**src/ptree_pkg.sv**
```systemverilog
// types, codes and fixed widths shared by the palindromic tree block
// no dependencies
package ptree_pkg;

    localparam int LETTER_W = 5;
    localparam int REPORT_W = 16;
    localparam int ROOT_EVEN = 0;
    localparam int ROOT_ODD = 1;

    typedef struct packed {
        logic [LETTER_W-1:0] letter;
        logic                restart;
    } t_in;

    typedef struct packed {
        logic [REPORT_W-1:0] distinct_count;
        logic [REPORT_W-1:0] suffix_pal_len;
        logic                full_res;
    } t_out;

    typedef enum logic [3:0] {
        ST_CLEAR,
        ST_IDLE,
        ST_LEN,
        ST_TXT,
        ST_CMP,
        ST_CADR,
        ST_CRD,
        ST_CVAL,
        ST_CCHK,
        ST_OUT
    } t_state;

    typedef struct packed {
        logic clr;
        logic accept;
        logic len_rd;
        logic txt;
        logic cmp;
        logic cadr;
        logic crd;
        logic cval;
        logic cchk;
        logic emit;
    } t_cmd;

    typedef struct packed {
        logic clr_done;
        logic skip;
        logic jneg;
        logic match;
        logic phase;
        logic child_ok;
        logic out_free;
    } t_stat;

endpackage

```
**src/ptree_ctrl.sv**
```systemverilog
// sequencer for the suffix-link walks, child lookups and node creation
// depends on ptree_pkg
module ptree_ctrl (
    input  logic             i_clk,
    input  logic             i_rst_n,
    input  logic             i_in_valid,
    output logic             o_in_ready,
    input  ptree_pkg::t_stat i_stat,
    output ptree_pkg::t_cmd  o_cmd
);

    ptree_pkg::t_state r_state;
    ptree_pkg::t_state n_state;

    // state register
    always_ff @(posedge i_clk) begin
        if (!i_rst_n) begin
            r_state <= ptree_pkg::ST_CLEAR;
        end else begin
            r_state <= n_state;
        end
    end

    // next state and commands
    always_comb begin
        n_state    = r_state;
        o_cmd      = '0;
        o_in_ready = 1'b0;
        case (r_state)
            ptree_pkg::ST_CLEAR: begin
                o_cmd.clr = 1'b1;
                if (i_stat.clr_done) begin
                    n_state = ptree_pkg::ST_IDLE;
                end
            end
            ptree_pkg::ST_IDLE: begin
                o_in_ready = 1'b1;
                if (i_in_valid) begin
                    o_cmd.accept = 1'b1;
                    n_state = i_stat.skip ? ptree_pkg::ST_OUT : ptree_pkg::ST_LEN;
                end
            end
            ptree_pkg::ST_LEN: begin
                o_cmd.len_rd = 1'b1;
                n_state = ptree_pkg::ST_TXT;
            end
            ptree_pkg::ST_TXT: begin
                o_cmd.txt = 1'b1;
                n_state = i_stat.jneg ? ptree_pkg::ST_LEN : ptree_pkg::ST_CMP;
            end
            ptree_pkg::ST_CMP: begin
                o_cmd.cmp = 1'b1;
                n_state = i_stat.match ? ptree_pkg::ST_CADR : ptree_pkg::ST_LEN;
            end
            ptree_pkg::ST_CADR: begin
                o_cmd.cadr = 1'b1;
                n_state = ptree_pkg::ST_CRD;
            end
            ptree_pkg::ST_CRD: begin
                o_cmd.crd = 1'b1;
                n_state = ptree_pkg::ST_CVAL;
            end
            ptree_pkg::ST_CVAL: begin
                o_cmd.cval = 1'b1;
                n_state = ptree_pkg::ST_CCHK;
            end
            ptree_pkg::ST_CCHK: begin
                o_cmd.cchk = 1'b1;
                if (!i_stat.phase && !i_stat.child_ok) begin
                    n_state = ptree_pkg::ST_LEN;
                end else begin
                    n_state = ptree_pkg::ST_OUT;
                end
            end
            ptree_pkg::ST_OUT: begin
                if (i_stat.out_free) begin
                    o_cmd.emit = 1'b1;
                    n_state = ptree_pkg::ST_IDLE;
                end
            end
            default: begin
                n_state = ptree_pkg::ST_IDLE;
            end
        endcase
    end

`ifndef NO_ASSERTIONS
    // input is taken only once the clearing pass is over
    a_no_take_in_clear: assert property (@(posedge i_clk) disable iff (!i_rst_n)
        (r_state == ptree_pkg::ST_CLEAR) |-> !o_in_ready)
        else $error("input taken during clearing pass");
    // a walk step always follows a length read
    a_len_then_txt: assert property (@(posedge i_clk) disable iff (!i_rst_n)
        o_cmd.len_rd |=> o_cmd.txt)
        else $error("length read not followed by text step");
    // a skipped letter goes straight to the result
    a_skip_out: assert property (@(posedge i_clk) disable iff (!i_rst_n)
        (o_cmd.accept && i_stat.skip) |=> (r_state == ptree_pkg::ST_OUT))
        else $error("skipped letter did not go to output");
`endif

endmodule

```
**config.mk**
```make
export PLATFORM = sky130hd
export DESIGN_NAME = ptree_ctrl
export DESIGN_NICKNAME = d
export VERILOG_FILES = /design/src/ptree_pkg.sv /design/src/ptree_ctrl.sv
export SDC_FILE = /design/constraint.sdc
export NUM_CORES = 1
export LEC_CHECK = 0
export BUFFER_PORTS_ARGS = -buffer_cell sky130_fd_sc_hd__buf_2
export CORE_AREA = 10 10 47 49
export DETAILED_ROUTE_END_ITERATION = 7
export DIE_AREA = 0 0 57 59
export PLACE_DENSITY_LB_ADDON = 0.25
export SETUP_SLACK_MARGIN = 0.1
export SYNTH_ARGS = -nofsm -noshare
export SYNTH_HDL_FRONTEND = slang
export SYNTH_SLANG_ARGS = --single-unit
```
**constraint.sdc**
```tcl
create_clock -name i_clk -period 4.25 [get_ports i_clk]
set_clock_uncertainty 0.15 [all_clocks]
set_input_delay 0.85 -clock i_clk [delete_from_list [all_inputs] [get_ports i_clk]]
set_output_delay 0.85 -clock i_clk [all_outputs]
set_load 0.02 [all_outputs]
```
## Word-level counts from Yosys, hierarchy flattened

Cells that the tools add are included.

- Multiplexer cells: 21
- Reductions and logical operators: 5
- Eq/ne operators: 12

Operator list:

| cell | number |
|---|---|
| $pmux 4 s10 | 1 |
| $mux 4 | 5 |
| $eq 4x3->1 const B | 4 |
| $mux 1 | 13 |
| $eq 4x2->1 const B | 2 |
| $eq 4x4->1 const B | 2 |
| $mux 3 | 2 |
| $ne 2x2->1 const B | 3 |
| $eq 4x1->1 const B | 1 |
| $logic_not 4->1 | 1 |
| $reduce_and 3->1 | 1 |
| $logic_not 1->1 | 2 |
| $logic_and 1x1->1 | 1 |

- Output and inout port bits: 11
- Bits of input ports: 10
- Flip-flop bits (word level): 4

## Logic depth before layout (Yosys ltp)

- Depth after elaboration: 4
- Mapped depth: 5

## Least setup slack after synthesis

OpenSTA, ideal clock, no wires.

- Kind: register to output
- Start: register r_state[2]
- End: output o_cmd[8] (netlist name)
- Slack: 1,798 ps
- Arrival time: 1,452 ps
- Cell stages (with the launch flop): 4
- Required time: 3,250 ps
- Path through: dfxtp_1 -> buf_2 -> nor4b_2 -> and2_1

RTL lines:

| item | RTL line | text |
|---|---|---|
| start, declared | ptree_ctrl.sv:12 | `ptree_pkg::t_state r_state;` |
| start signal, assigned | ptree_ctrl.sv:18 | `r_state <= ptree_pkg::ST_CLEAR;` |
| start signal, assigned | ptree_ctrl.sv:20 | `r_state <= n_state;` |
| end, declared | ptree_ctrl.sv:9 | `output ptree_pkg::t_cmd o_cmd` |

==> results_dict.tcl <==
set metrics [dict create \
    status "finished clean" \
    gp_congestion 0.7259 \
    fill_cells 157 \
    vias 432 \
    postCtsHoldBufs 0 \
    worst_pin_slew_ps 495.5 \
    crit-reg2reg-launch "r_state[3]" \
    grt-ovfl-total 0 \
    synth_top_area_share_pct 20.38 \
    yosysWarnings 0 \
    setup_viol 0 \
    hold_viol_final 0 \
    floorplan.initialDensity_pct 28.04 \
    nets 84 \
    worst-path-buf-inv 2 \
    async_reset_ff_share_pct 0 \
    clockBufferDepth 2 \
    end_kind "output pin" \
    ioPinCount 21 \
    worstSkewPairLatency_ps 230 \
    syn-cell-area_sq_um 392.9 \
    layout_setup_ws_ps 1669 \
    synth_ff_type "dfxtp_1" \
    r2r_slack_ps 2570 \
    reg_top3 "r_state x4" \
    p_leak_nw 0.2315 \
    worst_r2r_endpoint "r_state[3]" \
    cp_slowest_cell "dfxtp_1" \
    worst_setup_path_start_kind "flip-flop" \
    cts_sinks 4 \
    antenna_cells 0 \
    synth.distinct_cells 27 \
    syn_to_final_growth_pct 31.53 \
    avgViaCountPerCell 4.909 \
    maxCapViolCount 0 \
    ys_ff_latch 4 \
    dp_slack_ps 1901 \
    ys_top_cells_by_count "nor2_1, a21oi_1, dfxtp_1, nand2b_1, nor3_1" \
    placed_cell_area_sq_um 494.2 \
    cp.arrival_ps 1580 \
    synth_nets 63 \
    antenna_left 0 \
    fin_crit_ps 2581 \
    register_area_sq_um 80.08 \
    setup_tns_ps 0 \
    hold_path.class "reg -> reg" \
    drive_gt1_share_pct 41.67 \
    rsz0062_at_grt "false" \
    post-route-drc-count 0 \
    path_clk_slew_ps 30 \
    largest_reg_flops 4 \
    design_area_sq_um 516.7 \
    dieArea_sq_um 3363 \
    powerDensity_nw_per_um2 218.1 \
    cts_made_buffers 3 \
    postSynthAreaPerCell_sq_um 7.413 \
    critPathKind "reg -> out" \
    crit_chain "or4b_4 -> clkinv_1 -> buf_2" \
    cp-endpoint "o_cmd[1]" \
    fmax_ghz 0.3874 \
    slowest_delay_ps 560 \
    die_w_um 57 \
    portBuffers 20 \
    cts_setup_buffers 0 \
    grt_pass1_wl_um 1849 \
    synth_edf_count 0 \
    hpwl_um 864.5 \
    top_register "r_state" \
    peakVddDrop_mv 0.1493 \
    row_count 14 \
    grt_max_degree 17 \
    report.power.total_mw 0.1127 \
    crit_cells 3 \
    root_buffer "clkbuf_4" \
    cp-startpoint "r_state[3]" \
    drv_slew 0 \
    routedWlPerCell_um 12.18 \
    multiInputGateArea_sq_um 279.0 \
    grt_use_total_pct 6.797 \
    post_cts_resize_count 0 \
    drtPass1Iterations 3 \
    grt_antenna_before_repair 0 \
    critPathTopFamily "flip-flops" \
    required_ps 3250 \
    fin_crit_sh_pct 60.74 \
    max-slew-margin-rel_pct 66.92 \
    cts_tree "built" \
    coreArea_sq_um 1401 \
    reg2reg_depth 4 \
    yosysMostFrequentCell "nor2_1" \
    ys_seq_area_share_pct 20.38 \
    crit_path_max_fanout 12 \
    yosys-top-cells-area "dfxtp_1, nor2_1, nand2b_1" \
    wirelength_um 1072 \
    first_global_vias 394 \
    syn_inst 53 \
    post-route-util_pct 36.88 \
    synth_top_area_cell "dfxtp_1" \
    die_h_um 59 \
    cts_max_level 1 \
    dr.first_iter.drc_count 5 \
]
==> per-layer routing <==
metal / share of wire, % / vias up / GRT usage, %
li1: - / 235 / -
met1: 49 / 185 / 8.711
met2: 44 / 12 / 8.527
met3: 7.2 / 0 / 3.004
met4: 0 / 0 / 5.034
met5: 0 / - / 0
==> cell families after synthesis <==
kind of cell | Yosys count | share of synthesized area, %
mux | 1 | 2.866
simple gates | 24 | 38.22
compound gates | 16 | 29.94
flops | 4 | 20.38
buf+inv | 8 | 8.596
==> worst min-delay path by stage <==
stage / startpoint / to / slack, ps / cells past startpoint
3_3_place_gp: r_state[3] / r_state[2] / 550 / 1
6_report: r_state[3] / r_state[2] / 540 / 1
4_1_cts: r_state[3] / r_state[2] / 540 / 1
5_1_grt: r_state[3] / r_state[2] / 620 / 1
3_5_place_dp: r_state[3] / r_state[2] / 540 / 1
2_1_floorplan: r_state[3] / r_state[3] / 390 / 2
==> layout make-up <==
class	instances	area share (%)
Clock buffer	3	4.358
Inverter	4	2.906
Multi-Input combinational cell	41	54.00
Sequential cell	4	15.50
Tap cell	16	3.874
Timing Repair Buffer	20	19.37
==> metrics by stage <==
stage / hold slack [ps] / std cells
floorplan: 391.0 / 53
global placement: 545.7 / 85
detailed placement: 542.5 / 85
CTS: 543.7 / 88
global route: 615.9 / 88
finish: 535.3 / 88
==> report_power, final <==
part	total [mW]	internal, mW	leakage, nW	switching (mW)
registers	0.0427	0.0389	0.0325	0.00378
clock network	0.0455	0.0315	0.0138	0.0140
logic	0.0245	0.0116	0.185	0.0129
==> cells in the final DEF (no fill, tap or decap), types with 2 or more instances in the layout <==
cell | synthesis | layout
inv_1 | 3 | 3
dfxtp_1 | 4 | 4
o21ai_0 | 2 | 2
a211oi_1 | 2 | 2
a21oi_1 | 4 | 4
o32ai_1 | 2 | 2
nand2_1 | 2 | 2
nor2_1 | 7 | 7
clkbuf_4 | 0 | 3
nor3_1 | 4 | 4
nand2b_1 | 4 | 4
buf_2 | 3 | 20
Power figures use the tool's default switching activity.
